### src/rtl/celr_pkg.sv
// ----------------------------------------------------------------------------
// celr_pkg
// Shared types and constants for the client endpoint learning router.
// ----------------------------------------------------------------------------
package celr_pkg;

   localparam int DEFAULT_RETIRED_DEPTH = 16;

   localparam int ADDR_W     = 32;
   localparam int PORT_W     = 16;
   localparam int ENDPOINT_W = ADDR_W + PORT_W;
   localparam int TIME_W     = 32;
   localparam int REBIND_W   = 16;
   localparam int STATE_W    = 24;
   localparam int ROUTE_W    = 2;
   localparam int COUNT_W    = 5;

   localparam int CSR_AW = 4;
   localparam int CSR_DW = 32;

   localparam logic [REBIND_W-1:0] REBIND_RESET = REBIND_W'(500);
   localparam logic [STATE_W-1:0]  STATE_RESET  = STATE_W'(30000);

   // register index within the csr map (byte address / 4)
   localparam logic [1:0] REG_TARGET_ADDR = 2'd0;
   localparam logic [1:0] REG_TARGET_PORT = 2'd1;
   localparam logic [1:0] REG_REBIND_IDLE = 2'd2;
   localparam logic [1:0] REG_STATE_IDLE  = 2'd3;

   localparam logic [ROUTE_W-1:0] ROUTE_IGNORE   = 2'd0;
   localparam logic [ROUTE_W-1:0] ROUTE_TO_HOST  = 2'd1;
   localparam logic [ROUTE_W-1:0] ROUTE_TO_CLIENT = 2'd2;

   localparam logic MODE_PACKET = 1'b0;
   localparam logic MODE_TICK   = 1'b1;

   typedef enum logic [2:0] {
      ST_IDLE,
      ST_SEARCH,
      ST_DECIDE,
      ST_SHIFT_RD,
      ST_SHIFT_WR,
      ST_PUSH,
      ST_RESP
   } state_type;

endpackage

### src/rtl/celr_ram.sv
// ----------------------------------------------------------------------------
// celr_ram
// Generic single-write, single-read RAM with registered read data.
// ----------------------------------------------------------------------------
module celr_ram #(
   parameter int WIDTH = 48,
   parameter int DEPTH = 16,
   parameter int AW    = (DEPTH > 1) ? $clog2(DEPTH) : 1
) (
   input  logic             clock,
   input  logic             wr_en,
   input  logic [AW-1:0]    wr_addr,
   input  logic [WIDTH-1:0] wr_data,
   input  logic             rd_en,
   input  logic [AW-1:0]    rd_addr,
   output logic [WIDTH-1:0] rd_data
);

   logic [WIDTH-1:0] mem [DEPTH];
   logic [WIDTH-1:0] rd_data_ff;

   always_ff @(posedge clock) begin
      if (wr_en) begin
         mem[wr_addr] <= wr_data;
      end
      if (rd_en) begin
         rd_data_ff <= mem[rd_addr];
      end
   end

   assign rd_data = rd_data_ff;

endmodule

### src/rtl/client_endpoint_learning_router.sv
// Packet word: IDLE captures it, SEARCH walks up to N retired entries, DECIDE,
//   then, when the old client is retired, SHIFT_RD/SHIFT_WR when the list
//   must shift and PUSH, then RESP; one RAM read port walks the list.
// Tick word: IDLE, DECIDE, RESP. One word in flight; results may wait on rsp.
// Reset (synchronous): no client, retired count 0, registers to defaults;
//   list RAM contents are not cleared and are only read below the count.
// ----------------------------------------------------------------------------
// client_endpoint_learning_router
// Learns one client endpoint, routes packets host/client, keeps a FIFO of
// retired endpoints with rebind hold-off and idle expiry.
// ----------------------------------------------------------------------------
module client_endpoint_learning_router #(
   parameter int RETIRED_DEPTH = celr_pkg::DEFAULT_RETIRED_DEPTH
) (
   input  logic                             clock,
   input  logic                             reset,

   input  logic                             req_valid,
   output logic                             req_ready,
   input  logic                             req_mode,
   input  logic [celr_pkg::ADDR_W-1:0]      req_src_addr,
   input  logic [celr_pkg::PORT_W-1:0]      req_src_port,
   input  logic [celr_pkg::TIME_W-1:0]      req_now_ms,

   output logic                             rsp_valid,
   input  logic                             rsp_ready,
   output logic [celr_pkg::ROUTE_W-1:0]     rsp_route,
   output logic                             rsp_expired,
   output logic                             rsp_from_retired,
   output logic                             rsp_client_changed,
   output logic                             rsp_client_valid,
   output logic [celr_pkg::ADDR_W-1:0]      rsp_client_addr,
   output logic [celr_pkg::PORT_W-1:0]      rsp_client_port,
   output logic [celr_pkg::COUNT_W-1:0]     rsp_retired_count,

   input  logic                             csr_psel,
   input  logic                             csr_penable,
   input  logic                             csr_pwrite,
   input  logic [celr_pkg::CSR_AW-1:0]      csr_paddr,
   input  logic [celr_pkg::CSR_DW-1:0]      csr_pwdata,
   output logic [celr_pkg::CSR_DW-1:0]      csr_prdata,
   output logic                             csr_pready
);

   localparam int AW = (RETIRED_DEPTH > 1) ? $clog2(RETIRED_DEPTH) : 1;
   localparam int CW = $clog2(RETIRED_DEPTH + 1);
   localparam int EW = celr_pkg::ENDPOINT_W;

   // ---------------- csr ----------------
   logic [celr_pkg::ADDR_W-1:0]   target_addr_ff;
   logic [celr_pkg::PORT_W-1:0]   target_port_ff;
   logic [celr_pkg::REBIND_W-1:0] rebind_ff;
   logic [celr_pkg::STATE_W-1:0]  state_idle_ff;
   logic                          csr_wr;

   assign csr_pready = 1'b1;
   assign csr_wr     = csr_psel && csr_penable && csr_pwrite;

   always_ff @(posedge clock) begin
      if (reset) begin
         target_addr_ff <= '0;
         target_port_ff <= '0;
         rebind_ff      <= celr_pkg::REBIND_RESET;
         state_idle_ff  <= celr_pkg::STATE_RESET;
      end else if (csr_wr) begin
         unique case (csr_paddr[3:2])
            celr_pkg::REG_TARGET_ADDR: target_addr_ff <= csr_pwdata;
            celr_pkg::REG_TARGET_PORT: target_port_ff <= csr_pwdata[celr_pkg::PORT_W-1:0];
            celr_pkg::REG_REBIND_IDLE: rebind_ff <= csr_pwdata[celr_pkg::REBIND_W-1:0];
            celr_pkg::REG_STATE_IDLE:  state_idle_ff <= csr_pwdata[celr_pkg::STATE_W-1:0];
            default: ;
         endcase
      end
   end

   always_comb begin
      unique case (csr_paddr[3:2])
         celr_pkg::REG_TARGET_ADDR: csr_prdata = target_addr_ff;
         celr_pkg::REG_TARGET_PORT: csr_prdata = celr_pkg::CSR_DW'(target_port_ff);
         celr_pkg::REG_REBIND_IDLE: csr_prdata = celr_pkg::CSR_DW'(rebind_ff);
         celr_pkg::REG_STATE_IDLE:  csr_prdata = celr_pkg::CSR_DW'(state_idle_ff);
         default:                   csr_prdata = '0;
      endcase
   end

   // ---------------- retired list memory ----------------
   logic          ram_wr_en;
   logic [AW-1:0] ram_wr_addr;
   logic [EW-1:0] ram_wr_data;
   logic          ram_rd_en;
   logic [AW-1:0] ram_rd_addr;
   logic [EW-1:0] ram_rd_data;

   celr_ram #(
      .WIDTH (EW),
      .DEPTH (RETIRED_DEPTH),
      .AW    (AW)
   ) u_retired_ram (
      .clock   (clock),
      .wr_en   (ram_wr_en),
      .wr_addr (ram_wr_addr),
      .wr_data (ram_wr_data),
      .rd_en   (ram_rd_en),
      .rd_addr (ram_rd_addr),
      .rd_data (ram_rd_data)
   );

   // ---------------- sequencer state ----------------
   celr_pkg::state_type state_ff, state_in;

   // captured request word
   logic                         mode_ff, mode_in;
   logic [celr_pkg::ADDR_W-1:0]  src_addr_ff, src_addr_in;
   logic [celr_pkg::PORT_W-1:0]  src_port_ff, src_port_in;
   logic [celr_pkg::TIME_W-1:0]  now_ff, now_in;

   // endpoint state
   logic                         have_ff, have_in;
   logic [celr_pkg::ADDR_W-1:0]  cur_addr_ff, cur_addr_in;
   logic [celr_pkg::PORT_W-1:0]  cur_port_ff, cur_port_in;
   logic [celr_pkg::TIME_W-1:0]  seen_ms_ff, seen_ms_in;
   logic [CW-1:0]                used_ff, used_in;

   // walk control
   logic [CW-1:0]                idx_ff, idx_in;
   logic                         pend_ff, pend_in;
   logic [AW-1:0]                chk_idx_ff, chk_idx_in;
   logic [AW-1:0]                k_ff, k_in;
   logic                         found_ff, found_in;
   logic [EW-1:0]                old_ff, old_in;

   // result flags
   logic [celr_pkg::ROUTE_W-1:0] route_ff, route_in;
   logic                         expired_ff, expired_in;
   logic                         changed_ff, changed_in;

   // response register
   logic                         rsp_valid_ff, rsp_valid_in;
   logic [celr_pkg::ROUTE_W-1:0] rsp_route_ff, rsp_route_in;
   logic                         rsp_expired_ff, rsp_expired_in;
   logic                         rsp_was_ret_ff, rsp_was_ret_in;
   logic                         rsp_changed_ff, rsp_changed_in;
   logic                         rsp_cvalid_ff, rsp_cvalid_in;
   logic [celr_pkg::ADDR_W-1:0]  rsp_caddr_ff, rsp_caddr_in;
   logic [celr_pkg::PORT_W-1:0]  rsp_cport_ff, rsp_cport_in;
   logic [celr_pkg::COUNT_W-1:0] rsp_count_ff, rsp_count_in;

   logic [celr_pkg::TIME_W-1:0]  idle_time;
   logic                         rebind_ok;
   logic                         state_expired;
   logic                         entry_hit;
   logic                         from_target;
   logic                         from_client;
   logic [CW-1:0]                k_next;

   assign idle_time     = now_ff - seen_ms_ff;
   assign rebind_ok     = idle_time >= celr_pkg::TIME_W'(rebind_ff);
   assign state_expired = idle_time >= celr_pkg::TIME_W'(state_idle_ff);
   assign entry_hit     = pend_ff && (ram_rd_data == {src_addr_ff, src_port_ff});
   assign from_target   = (src_addr_ff == target_addr_ff) && (src_port_ff == target_port_ff);
   assign from_client   = (src_addr_ff == cur_addr_ff) && (src_port_ff == cur_port_ff);
   assign k_next        = CW'(k_ff) + CW'(1);

   always_ff @(posedge clock) begin
      if (reset) begin
         state_ff     <= celr_pkg::ST_IDLE;
         have_ff      <= 1'b0;
         cur_addr_ff  <= '0;
         cur_port_ff  <= '0;
         seen_ms_ff   <= '0;
         used_ff      <= '0;
         pend_ff      <= 1'b0;
         rsp_valid_ff <= 1'b0;
      end else begin
         state_ff     <= state_in;
         have_ff      <= have_in;
         cur_addr_ff  <= cur_addr_in;
         cur_port_ff  <= cur_port_in;
         seen_ms_ff   <= seen_ms_in;
         used_ff      <= used_in;
         pend_ff      <= pend_in;
         rsp_valid_ff <= rsp_valid_in;
      end
   end

   always_ff @(posedge clock) begin
      mode_ff        <= mode_in;
      src_addr_ff    <= src_addr_in;
      src_port_ff    <= src_port_in;
      now_ff         <= now_in;
      idx_ff         <= idx_in;
      chk_idx_ff     <= chk_idx_in;
      k_ff           <= k_in;
      found_ff       <= found_in;
      old_ff         <= old_in;
      route_ff       <= route_in;
      expired_ff     <= expired_in;
      changed_ff     <= changed_in;
      rsp_route_ff   <= rsp_route_in;
      rsp_expired_ff <= rsp_expired_in;
      rsp_was_ret_ff <= rsp_was_ret_in;
      rsp_changed_ff <= rsp_changed_in;
      rsp_cvalid_ff  <= rsp_cvalid_in;
      rsp_caddr_ff   <= rsp_caddr_in;
      rsp_cport_ff   <= rsp_cport_in;
      rsp_count_ff   <= rsp_count_in;
   end

   always_comb begin
      state_in       = state_ff;
      mode_in        = mode_ff;
      src_addr_in    = src_addr_ff;
      src_port_in    = src_port_ff;
      now_in         = now_ff;
      have_in        = have_ff;
      cur_addr_in    = cur_addr_ff;
      cur_port_in    = cur_port_ff;
      seen_ms_in     = seen_ms_ff;
      used_in        = used_ff;
      idx_in         = idx_ff;
      pend_in        = 1'b0;
      chk_idx_in     = chk_idx_ff;
      k_in           = k_ff;
      found_in       = found_ff;
      old_in         = old_ff;
      route_in       = route_ff;
      expired_in     = expired_ff;
      changed_in     = changed_ff;
      rsp_valid_in   = rsp_valid_ff && !rsp_ready;
      rsp_route_in   = rsp_route_ff;
      rsp_expired_in = rsp_expired_ff;
      rsp_was_ret_in = rsp_was_ret_ff;
      rsp_changed_in = rsp_changed_ff;
      rsp_cvalid_in  = rsp_cvalid_ff;
      rsp_caddr_in   = rsp_caddr_ff;
      rsp_cport_in   = rsp_cport_ff;
      rsp_count_in   = rsp_count_ff;
      ram_wr_en      = 1'b0;
      ram_wr_addr    = k_ff;
      ram_wr_data    = ram_rd_data;
      ram_rd_en      = 1'b0;
      ram_rd_addr    = idx_ff[AW-1:0];
      req_ready      = 1'b0;

      unique case (state_ff)
         celr_pkg::ST_IDLE: begin
            req_ready = 1'b1;
            if (req_valid) begin
               mode_in     = req_mode;
               src_addr_in = req_src_addr;
               src_port_in = req_src_port;
               now_in      = req_now_ms;
               idx_in      = '0;
               found_in    = 1'b0;
               route_in    = celr_pkg::ROUTE_IGNORE;
               expired_in  = 1'b0;
               changed_in  = 1'b0;
               state_in    = (req_mode == celr_pkg::MODE_TICK) ? celr_pkg::ST_DECIDE
                                                               : celr_pkg::ST_SEARCH;
            end
         end

         // one read issued per cycle; compare lands the cycle after
         celr_pkg::ST_SEARCH: begin
            if (entry_hit) begin
               found_in = 1'b1;
               k_in     = chk_idx_ff;
               state_in = celr_pkg::ST_DECIDE;
            end else if (idx_ff < used_ff) begin
               ram_rd_en   = 1'b1;
               ram_rd_addr = idx_ff[AW-1:0];
               chk_idx_in  = idx_ff[AW-1:0];
               idx_in      = idx_ff + CW'(1);
               pend_in     = 1'b1;
            end else begin
               state_in = celr_pkg::ST_DECIDE;
            end
         end

         celr_pkg::ST_DECIDE: begin
            state_in = celr_pkg::ST_RESP;
            if (mode_ff == celr_pkg::MODE_TICK) begin
               if (have_ff && state_expired) begin
                  have_in      = 1'b0;
                  cur_addr_in  = '0;
                  cur_port_in  = '0;
                  seen_ms_in   = '0;
                  used_in      = '0;
                  expired_in   = 1'b1;
               end
            end else if (from_target) begin
               route_in = have_ff ? celr_pkg::ROUTE_TO_CLIENT : celr_pkg::ROUTE_IGNORE;
            end else if (!have_ff) begin
               have_in      = 1'b1;
               cur_addr_in  = src_addr_ff;
               cur_port_in  = src_port_ff;
               seen_ms_in   = now_ff;
               route_in     = celr_pkg::ROUTE_TO_HOST;
               changed_in   = 1'b1;
            end else if (from_client) begin
               seen_ms_in   = now_ff;
               route_in     = celr_pkg::ROUTE_TO_HOST;
            end else if (found_ff && !rebind_ok) begin
               route_in = celr_pkg::ROUTE_IGNORE;
            end else begin
               // replace client; old one goes to the tail of the list
               old_in       = {cur_addr_ff, cur_port_ff};
               cur_addr_in  = src_addr_ff;
               cur_port_in  = src_port_ff;
               seen_ms_in   = now_ff;
               route_in     = celr_pkg::ROUTE_TO_HOST;
               changed_in   = 1'b1;
               if (found_ff) begin
                  state_in = celr_pkg::ST_SHIFT_RD;
               end else if (used_ff == CW'(RETIRED_DEPTH)) begin
                  k_in     = '0;
                  state_in = celr_pkg::ST_SHIFT_RD;
               end else begin
                  state_in = celr_pkg::ST_PUSH;
               end
            end
         end

         // close the gap at k: entry k+1 moves to k until the tail
         celr_pkg::ST_SHIFT_RD: begin
            if (k_next < used_ff) begin
               ram_rd_en   = 1'b1;
               ram_rd_addr = k_next[AW-1:0];
               state_in    = celr_pkg::ST_SHIFT_WR;
            end else begin
               used_in  = used_ff - CW'(1);
               state_in = celr_pkg::ST_PUSH;
            end
         end

         celr_pkg::ST_SHIFT_WR: begin
            ram_wr_en   = 1'b1;
            ram_wr_addr = k_ff;
            ram_wr_data = ram_rd_data;
            k_in        = k_next[AW-1:0];
            state_in    = celr_pkg::ST_SHIFT_RD;
         end

         celr_pkg::ST_PUSH: begin
            ram_wr_en   = 1'b1;
            ram_wr_addr = used_ff[AW-1:0];
            ram_wr_data = old_ff;
            used_in     = used_ff + CW'(1);
            state_in    = celr_pkg::ST_RESP;
         end

         celr_pkg::ST_RESP: begin
            if (!rsp_valid_ff || rsp_ready) begin
               rsp_valid_in   = 1'b1;
               rsp_route_in   = route_ff;
               rsp_expired_in = expired_ff;
               rsp_was_ret_in = (mode_ff == celr_pkg::MODE_PACKET) && found_ff;
               rsp_changed_in = changed_ff;
               rsp_cvalid_in  = have_ff;
               rsp_caddr_in   = have_ff ? cur_addr_ff : '0;
               rsp_cport_in   = have_ff ? cur_port_ff : '0;
               rsp_count_in   = celr_pkg::COUNT_W'(used_ff);
               state_in       = celr_pkg::ST_IDLE;
            end
         end

         default: state_in = celr_pkg::ST_IDLE;
      endcase
   end

   assign rsp_valid              = rsp_valid_ff;
   assign rsp_route              = rsp_route_ff;
   assign rsp_expired            = rsp_expired_ff;
   assign rsp_from_retired       = rsp_was_ret_ff;
   assign rsp_client_changed     = rsp_changed_ff;
   assign rsp_client_valid       = rsp_cvalid_ff;
   assign rsp_client_addr        = rsp_caddr_ff;
   assign rsp_client_port        = rsp_cport_ff;
   assign rsp_retired_count      = rsp_count_ff;

endmodule

### config.mk
export PLATFORM = sky130hd
export DESIGN_NAME = client_endpoint_learning_router
export DESIGN_NICKNAME = d
export VERILOG_FILES = /design/src/rtl/celr_pkg.sv /design/src/rtl/celr_ram.sv /design/src/rtl/client_endpoint_learning_router.sv
export SDC_FILE = /design/constraint.sdc
export NUM_CORES = 2
export LEC_CHECK = 0
export BUFFER_PORTS_ARGS = -buffer_cell sky130_fd_sc_hd__clkbuf_2
export CORE_ASPECT_RATIO = 1.4
export CORE_MARGIN = 1
export CORE_UTILIZATION = 65
export DETAILED_ROUTE_END_ITERATION = 6
export PLACE_DENSITY_LB_ADDON = 0.12
export SYNTH_ARGS = -nofsm -noshare
export SYNTH_HDL_FRONTEND = slang
export SYNTH_SLANG_ARGS = --single-unit
### constraint.sdc
create_clock -name clock -period 9.75 [get_ports clock]
set_input_delay 1.4625 -clock clock [delete_from_list [all_inputs] [get_ports clock]]
set_output_delay 1.4625 -clock clock [all_outputs]
set_load 0.005 [all_outputs]
Yosys cells after proc, flatten, opt, wreduce, memory -nomap -nowiden
Memories as Yosys holds them, arrays and structs flattened. A register that Yosys moved wholly into a read port is not among the register bits.
Index checks and enable logic that the tools add are counted.
{"block": "totals", "ff_bits": 385, "latchBits": 0, "ramBits": 768, "mem_bits_ro": 0, "in_bits": 124, "output_inout_bits": 94, "elab_cells": 212, "n_memories": 1}
{"block": "classes", "n_addsub": 5, "mul": 0, "div_mod_pow": 0, "n_lt_le_gt_ge": 4, "n_eq_ne": 38, "shifts": 0, "muxes": 86, "bitwise": 6, "n_reduce_logical": 40}
{"memory": "u_retired_ram.mem", "depth": 16, "width": 48, "rd": 1, "rd_ports_with_merged_regs": 1, "wr": 1, "line": "celr_ram.sv:19", "rtl": "logic [WIDTH-1:0] mem [DEPTH];"}
{"op": "32-bit 2-to-1 mux", "n": 11}
{"op": "32-bit one-hot mux with 4 select lines", "n": 1}
{"op": "16-bit 2-to-1 mux", "n": 6}
{"op": "32-bit equality test", "n": 2}
{"op": "48-bit equality test", "n": 1}
{"op": "48-bit 2-to-1 mux", "n": 1}
{"op": "4-bit 2-to-1 mux", "n": 11}
{"op": "3-bit 2-to-1 mux", "n": 11}
{"op": "16-bit equality test", "n": 2}
{"op": "32-bit by 16-bit >= comparator with 1-bit output", "n": 1}
{"op": "32-bit by 24-bit >= comparator with 1-bit output", "n": 1}
{"op": "2-bit inequality test, second input constant", "n": 16}
{"op": "32-bit subtractor", "n": 1}
{"op": "5-bit 2-to-1 mux", "n": 6}
{"op": "1-bit 2-to-1 mux", "n": 25}
{"op": "3-bit one-hot mux with 7 select lines", "n": 1}
{"op": "4-bit AND reduction", "n": 4}
{"op": "3-bit inequality test, second input constant", "n": 5}
{"op": "5-bit one-hot mux with 3 select lines", "n": 1}
{"op": "3-bit AND reduction", "n": 5}
{"op": "4-bit one-hot mux with 3 select lines", "n": 1}
{"op": "2-bit AND reduction", "n": 6}
{"op": "6-bit AND reduction", "n": 2}
{"op": "5-bit by 1-bit adder with 5-bit output, second input constant", "n": 2}
{"op": "other kinds (26)", "n": 56}

Longest topological paths before layout
{"block": "depth", "ltp_word": 10, "ltp_mapped": 20, "ltp_nobuf": 19}

Modules after synthesis
From an unflattened synthesis, not the netlist that was laid out.
{"block": "unflattened", "hier_cells": 3137, "area_unflattened_um2": 49500.0}
{"mod": "celr_ram", "instances": 1, "cells_each": 1242, "area_each_um2": 30171.4, "seq_area_each_um2": 24503.5}
{"mod": "client_endpoint_learning_router", "instances": 1, "cells_each": 1895, "area_each_um2": 19328.5, "seq_area_each_um2": 9769.4}

Worst setup path after synthesis
OpenSTA, ideal clock, no wires.
{"block": "synth_timing", "path_kind": "reg2reg", "startpoint": "register now_ff[0] (netlist bit)", "endpoint": "register old_ff[0] (enable)", "setup_ps": 513, "arrival_ps": 6131, "required_ps": 9237, "slack_ps": 3107, "path_stages_with_launch": 17, "period_less_slack_ps": 6643, "cell_sequence": "edfxtp_1 > inv_1 > ha_1 > fa_1 > nand2b_1 > a21oi_1 > o21ai_0 > o21ai_0 > xor2_1 > ha_1 > o2111ai_1 > o21ai_0 > a311oi_1 > o211a_1 > nand2_1 > o21ai_0 > nor3_1"}
{"block": "synth_via", "elab_chain_len": 6}
{"element": "start, declared", "line": "client_endpoint_learning_router.sv:115", "rtl": "logic [celr_pkg::TIME_W-1:0] now_ff, now_in;"}
{"element": "start signal, assigned", "line": "client_endpoint_learning_router.sv:190", "rtl": "now_ff <= now_in;"}
{"element": "32-bit subtractor", "line": "client_endpoint_learning_router.sv:156", "rtl": "assign idle_time = now_ff - seen_ms_ff;"}
{"element": "32-bit by 16-bit >= comparator with 1-bit output", "line": "client_endpoint_learning_router.sv:157", "rtl": "assign rebind_ok = idle_time >= celr_pkg::TIME_W'(rebind_ff);"}
{"element": "1-bit logical NOT", "line": "client_endpoint_learning_router.sv:303", "rtl": "end else if (found_ff && !rebind_ok) begin"}
{"element": "1-bit logical AND", "line": "client_endpoint_learning_router.sv:303"}
{"element": "1-bit inverter (no source line)"}
{"element": "6-bit AND reduction (no source line)"}
{"element": "end signal, assigned", "line": "client_endpoint_learning_router.sv:195", "rtl": "old_ff <= old_in;"}
{"element": "end, declared", "line": "client_endpoint_learning_router.sv:130", "rtl": "logic [EW-1:0] old_ff, old_in;"}
Every way passes these cells.
A chain may end at the register's enable or synchronous reset.

Worst setup path in the final report
{"block": "layout_timing", "startpoint": "register now_ff[5] (netlist bit)", "endpoint": "register old_ff[41] (enable)"}
The elaborated chain is that of the path after synthesis.

==> results by group <==
Drt
  • First-pass DRT Iterations: 6
  • Drt total wl: 134.8 mm
  • Drc violations: 0
  • Vias: 32.81k
  • Avg WL per Cell: 26.15 um
  • Via/cell ratio: 6.361
  • Metal2 WL: 64.95 mm
  • Met1 Routed Length: 49.02 mm
  • 1st-iter DRT viols: 3255
  • Antenna-violating nets left: 0
  • Metal3 WL: 12.11 mm
  • Top sig layer: met5

Worst hold path
  • Hold Path Class: reg2reg

Yosys
  • Syn Std Cell Area: 0.05119 mm2
  • Post-synth EDFFs: 1022
  • Top cell type's share of synthesized area: 0.5995
  • Area leader, netlist: edfxtp_1
  • Top_reg_cell synth: edfxtp_1
  • Ys async rst share: 0
  • Seq cells post-synth: 1201
  • Syn nets: 4068
  • Cells after Synth: 3858
  • Mapped Avg Cell Area: 13.27 um2
  • Cell variety after synth: 78
  • Post-synthesis sequential area ratio: 0.6695
  • Yosys warning count: 0
  • Top cells by area, synth: edfxtp_1 (60%), dfxtp_1 (7.0%), nand2_1 (3.9%)

Setup path
  • Worst-path cell chain: ha_1 > o211ai_2 > a21oi_1 > nor2_1 > xnor2_1 > ha_1 > nand2_1 > o21ai_0 > a2111oi_0 > o21ai_0 > a311oi_1 > o211a_1 > nand2_1 > o21ai_0 > nor3_2 > buf_4
  • Crit path launch type: flip-flop
  • CP peak stage delay: 0.86 ns
  • Critical path class: reg2reg
  • Crit path top cell by count: o21ai_0
  • WP data arrival: 6.75 ns
  • Critical Path RT: 10.11 ns
  • Max FO, Critical Path: 48
  • Crit. End Element: flip-flop
  • Critical-path top delay cell: a21oi_1

Global route
  • Largest net degree at the start of global routing: 200
  • Vias in the first global route: 31.15k
  • Total grt overflow: 0
  • Tot GR Track Use: 0.3374
  • First-pass GRT wire length: 195.8 mm
  • Initial antenna violation count: 4

Place
  • Detail Placement HPWL: 81.51 mm
  • Routability cong.: 0.9837
  • Placed Instances: 4954
  • PortBufs: 214

Timing
  • Setup Viol. Count Final: 0
  • Max-slew violations: 0
  • RSZ-0062 raised after global routing: no
  • Peak Freq: 156.6 MHz
  • Fraction of the cycle the final worst path needs: 0.6550
  • Clock Skews: 0.03006 ns
  • Final Hold Fails: 0
  • Post-layout min period: 6.386 ns
  • Worst slew margin: 0.1947
  • Worst hold margin: 0.4385 ns
  • Actual slew at the worst max-slew pin: 1.197 ns
  • Setup TNS: 0 ns

Pwr
  • Leakage power total: 20.03 nW
  • PwrDens: 241.5 mW/mm2
  • Maximum vdd drop: 0.2030 mV

Cells and area
  • NumNets Final: 4227
  • Fin cells: 5157
  • Share of layout cells above drive strength 1: 0.1517
  • Layout area overhead: 11.35%

Clock tree
  • Hold buffer count at CTS: 0
  • H-tree levels: 3
  • Resize count post-CTS: 0
  • Deepest clock path buffer count: 3
  • Clock-pin slew on the worst setup and hold paths: 0.06 ns
  • Setup Buffers After CTS: 0
  • Clock Sinks: 1201
  • CTS buffer count: 106
  • Clk Latency, worst-skew pair: 0.71 ns
  • CTS tree: done
  • Root Buffer: clkbuf_16

Floorplanning
  • Die W: 239.2 um
  • Io pins: 218
  • CORE AREA: 0.07782 mm2
  • Row count: 121
  • Die Span Y: 334.0 um
  • Initial Utilization: 0.6578
  • Die ar.: 0.07990 mm2

Flow run
  • Max Cap Viol: 0

Status
  • Status: complete, no violations
-- placed cells by master (no fill, tap or decap), types with 47 or more instances in the layout --
master	instances
a211oi_1	150
a21oi_1	128
a221o_1	49
a31oi_1	103
and2_1	153
and3_1	52
buf_4	47
clkbuf_16	107
clkbuf_2	213
dfxtp_1	179
edfxtp_1	1022
ha_1	84
inv_1	224
mux2_2	92
mux2i_1	102
nand2_1	528
nor2_1	100
o21ai_0	60
o32ai_1	108
xnor2_1	87
xor2_1	77
-- flip-flops by register name, indices dropped and copies added, names as in the netlist, 3 cells and up --
name / cells
chk_idx_ff: 4
cur_addr_ff: 32
cur_port_ff: 16
idx_ff: 5
k_ff: 4
now_ff: 32
old_ff: 48
rebind_ff: 16
rsp_client_addr: 32
rsp_client_port: 16
rsp_retired_count: 5
seen_ms_ff: 32
src_addr_ff: 32
src_port_ff: 16
state_ff: 3
state_idle_ff: 24
target_addr_ff: 32
target_port_ff: 16
u_retired_ram.mem: 768
u_retired_ram.rd_data: 48
used_ff: 5
-- synth_stat cells, types with 9 or more instances --
| cell | n |
|---|---|
| a21oi_1 | 128 |
| nand2b_1 | 11 |
| clkbuf_1 | 149 |
| buf_1 | 13 |
| o21ai_0 | 60 |
| a21o_1 | 21 |
| nor2_1 | 119 |
| nand3_1 | 21 |
| nand4_1 | 37 |
| a211oi_1 | 150 |
| mux4_2 | 16 |
| and2_1 | 153 |
| ha_1 | 84 |
| o32ai_1 | 108 |
| nand2_1 | 531 |
| xnor2_1 | 87 |
| nor3_1 | 20 |
| o32ai_2 | 20 |
| o21ai_1 | 11 |
| edfxtp_1 | 1022 |
| nor4_1 | 28 |
| mux2i_1 | 104 |
| o21a_1 | 12 |
| dfxtp_1 | 179 |
| inv_1 | 226 |
| nor2b_1 | 9 |
| mux2_2 | 93 |
| a221o_1 | 49 |
| a31oi_1 | 103 |
| xor2_1 | 77 |
| and3_1 | 52 |
| a22o_1 | 10 |
| buf_2 | 45 |
| o211ai_1 | 17 |
-- layer usage --
layer  global-route usage  vias up
met5                    0        -
met4               0.2076        2
met3              0.05968      338
met2               0.5515     1614
met1               0.4188    16170
li1                     -    14680
-- worst paths after layout --
| check | startpoint | cells past startpoint | slack (ns) | endpoint |
|---|---|---|---|---|
| max | now_ff[5] | 16 | 3.36 | old_ff[41] |
| min | expired_ff | 0 | 0.44 | rsp_expired |
| max reg2reg | now_ff[5] | 16 | 3.36 | old_ff[41] |
| min reg2reg | expired_ff | 0 | 0.44 | rsp_expired |
-- power breakdown --
part           switching [mW]  internal (mW)
Combinational            2.03           1.12
Sequential              0.256           6.01
Clock                    1.87           2.49
Total                    4.15           9.61
-- cell type report --
type | count | area, um2
clock inverters | 76 | 864.6
flip-flops and latches | 1201 | 34270
inverters | 228 | 857.1
multi-input cells | 2214 | 15410
clock buffers | 123 | 2758
repair buffers | 266 | 1524
diodes | 4 | 10.01
well taps | 1045 | 1308
fillers | 5142 | 20820
-- cell families (layout without fill, tap and decap cells) --
family / after synthesis / after routing / synth area share
mux: 213 / 213 / 0.04783
other cells: 1 / 5 / 0.00007326
simple gates: 1006 / 1006 / 0.09073
compound gates: 744 / 744 / 0.1080
fa+ha+maj: 86 / 86 / 0.02131
flops: 1201 / 1201 / 0.6695
xor+xnor: 164 / 164 / 0.02806
buf+inv: 443 / 693 / 0.03446
-- worst max-delay path, delay by kind of cell, from the launching register on --
family / cells / cell delay, ns
AO/OA/AOI/OAI: 8 / 3.29
buffers and inverters: 1 / 0.34
adder cells (fa/ha/maj): 2 / 1.01
XOR/XNOR: 1 / 0.54
AND/OR/NAND/NOR: 4 / 0.38
flip-flops: 1 / 0.42
-- stage by stage --
step | setup slack (ns) | power [mW] | utilization | area (um2)
2_1_floorplan | 3.107 | 8.454 | - | 51190
3_3_place_gp | 3.643 | 9.382 | 0.6858 | 53370
3_5_place_dp | 3.648 | 9.444 | 0.6858 | 53370
6_report | 3.364 | 13.77 | 0.7325 | 57000
5_1_grt | 3.396 | 14.22 | 0.7324 | 56990
4_1_cts | 3.571 | 13.73 | 0.7324 | 56990
(Power assumes the default switching activity.)
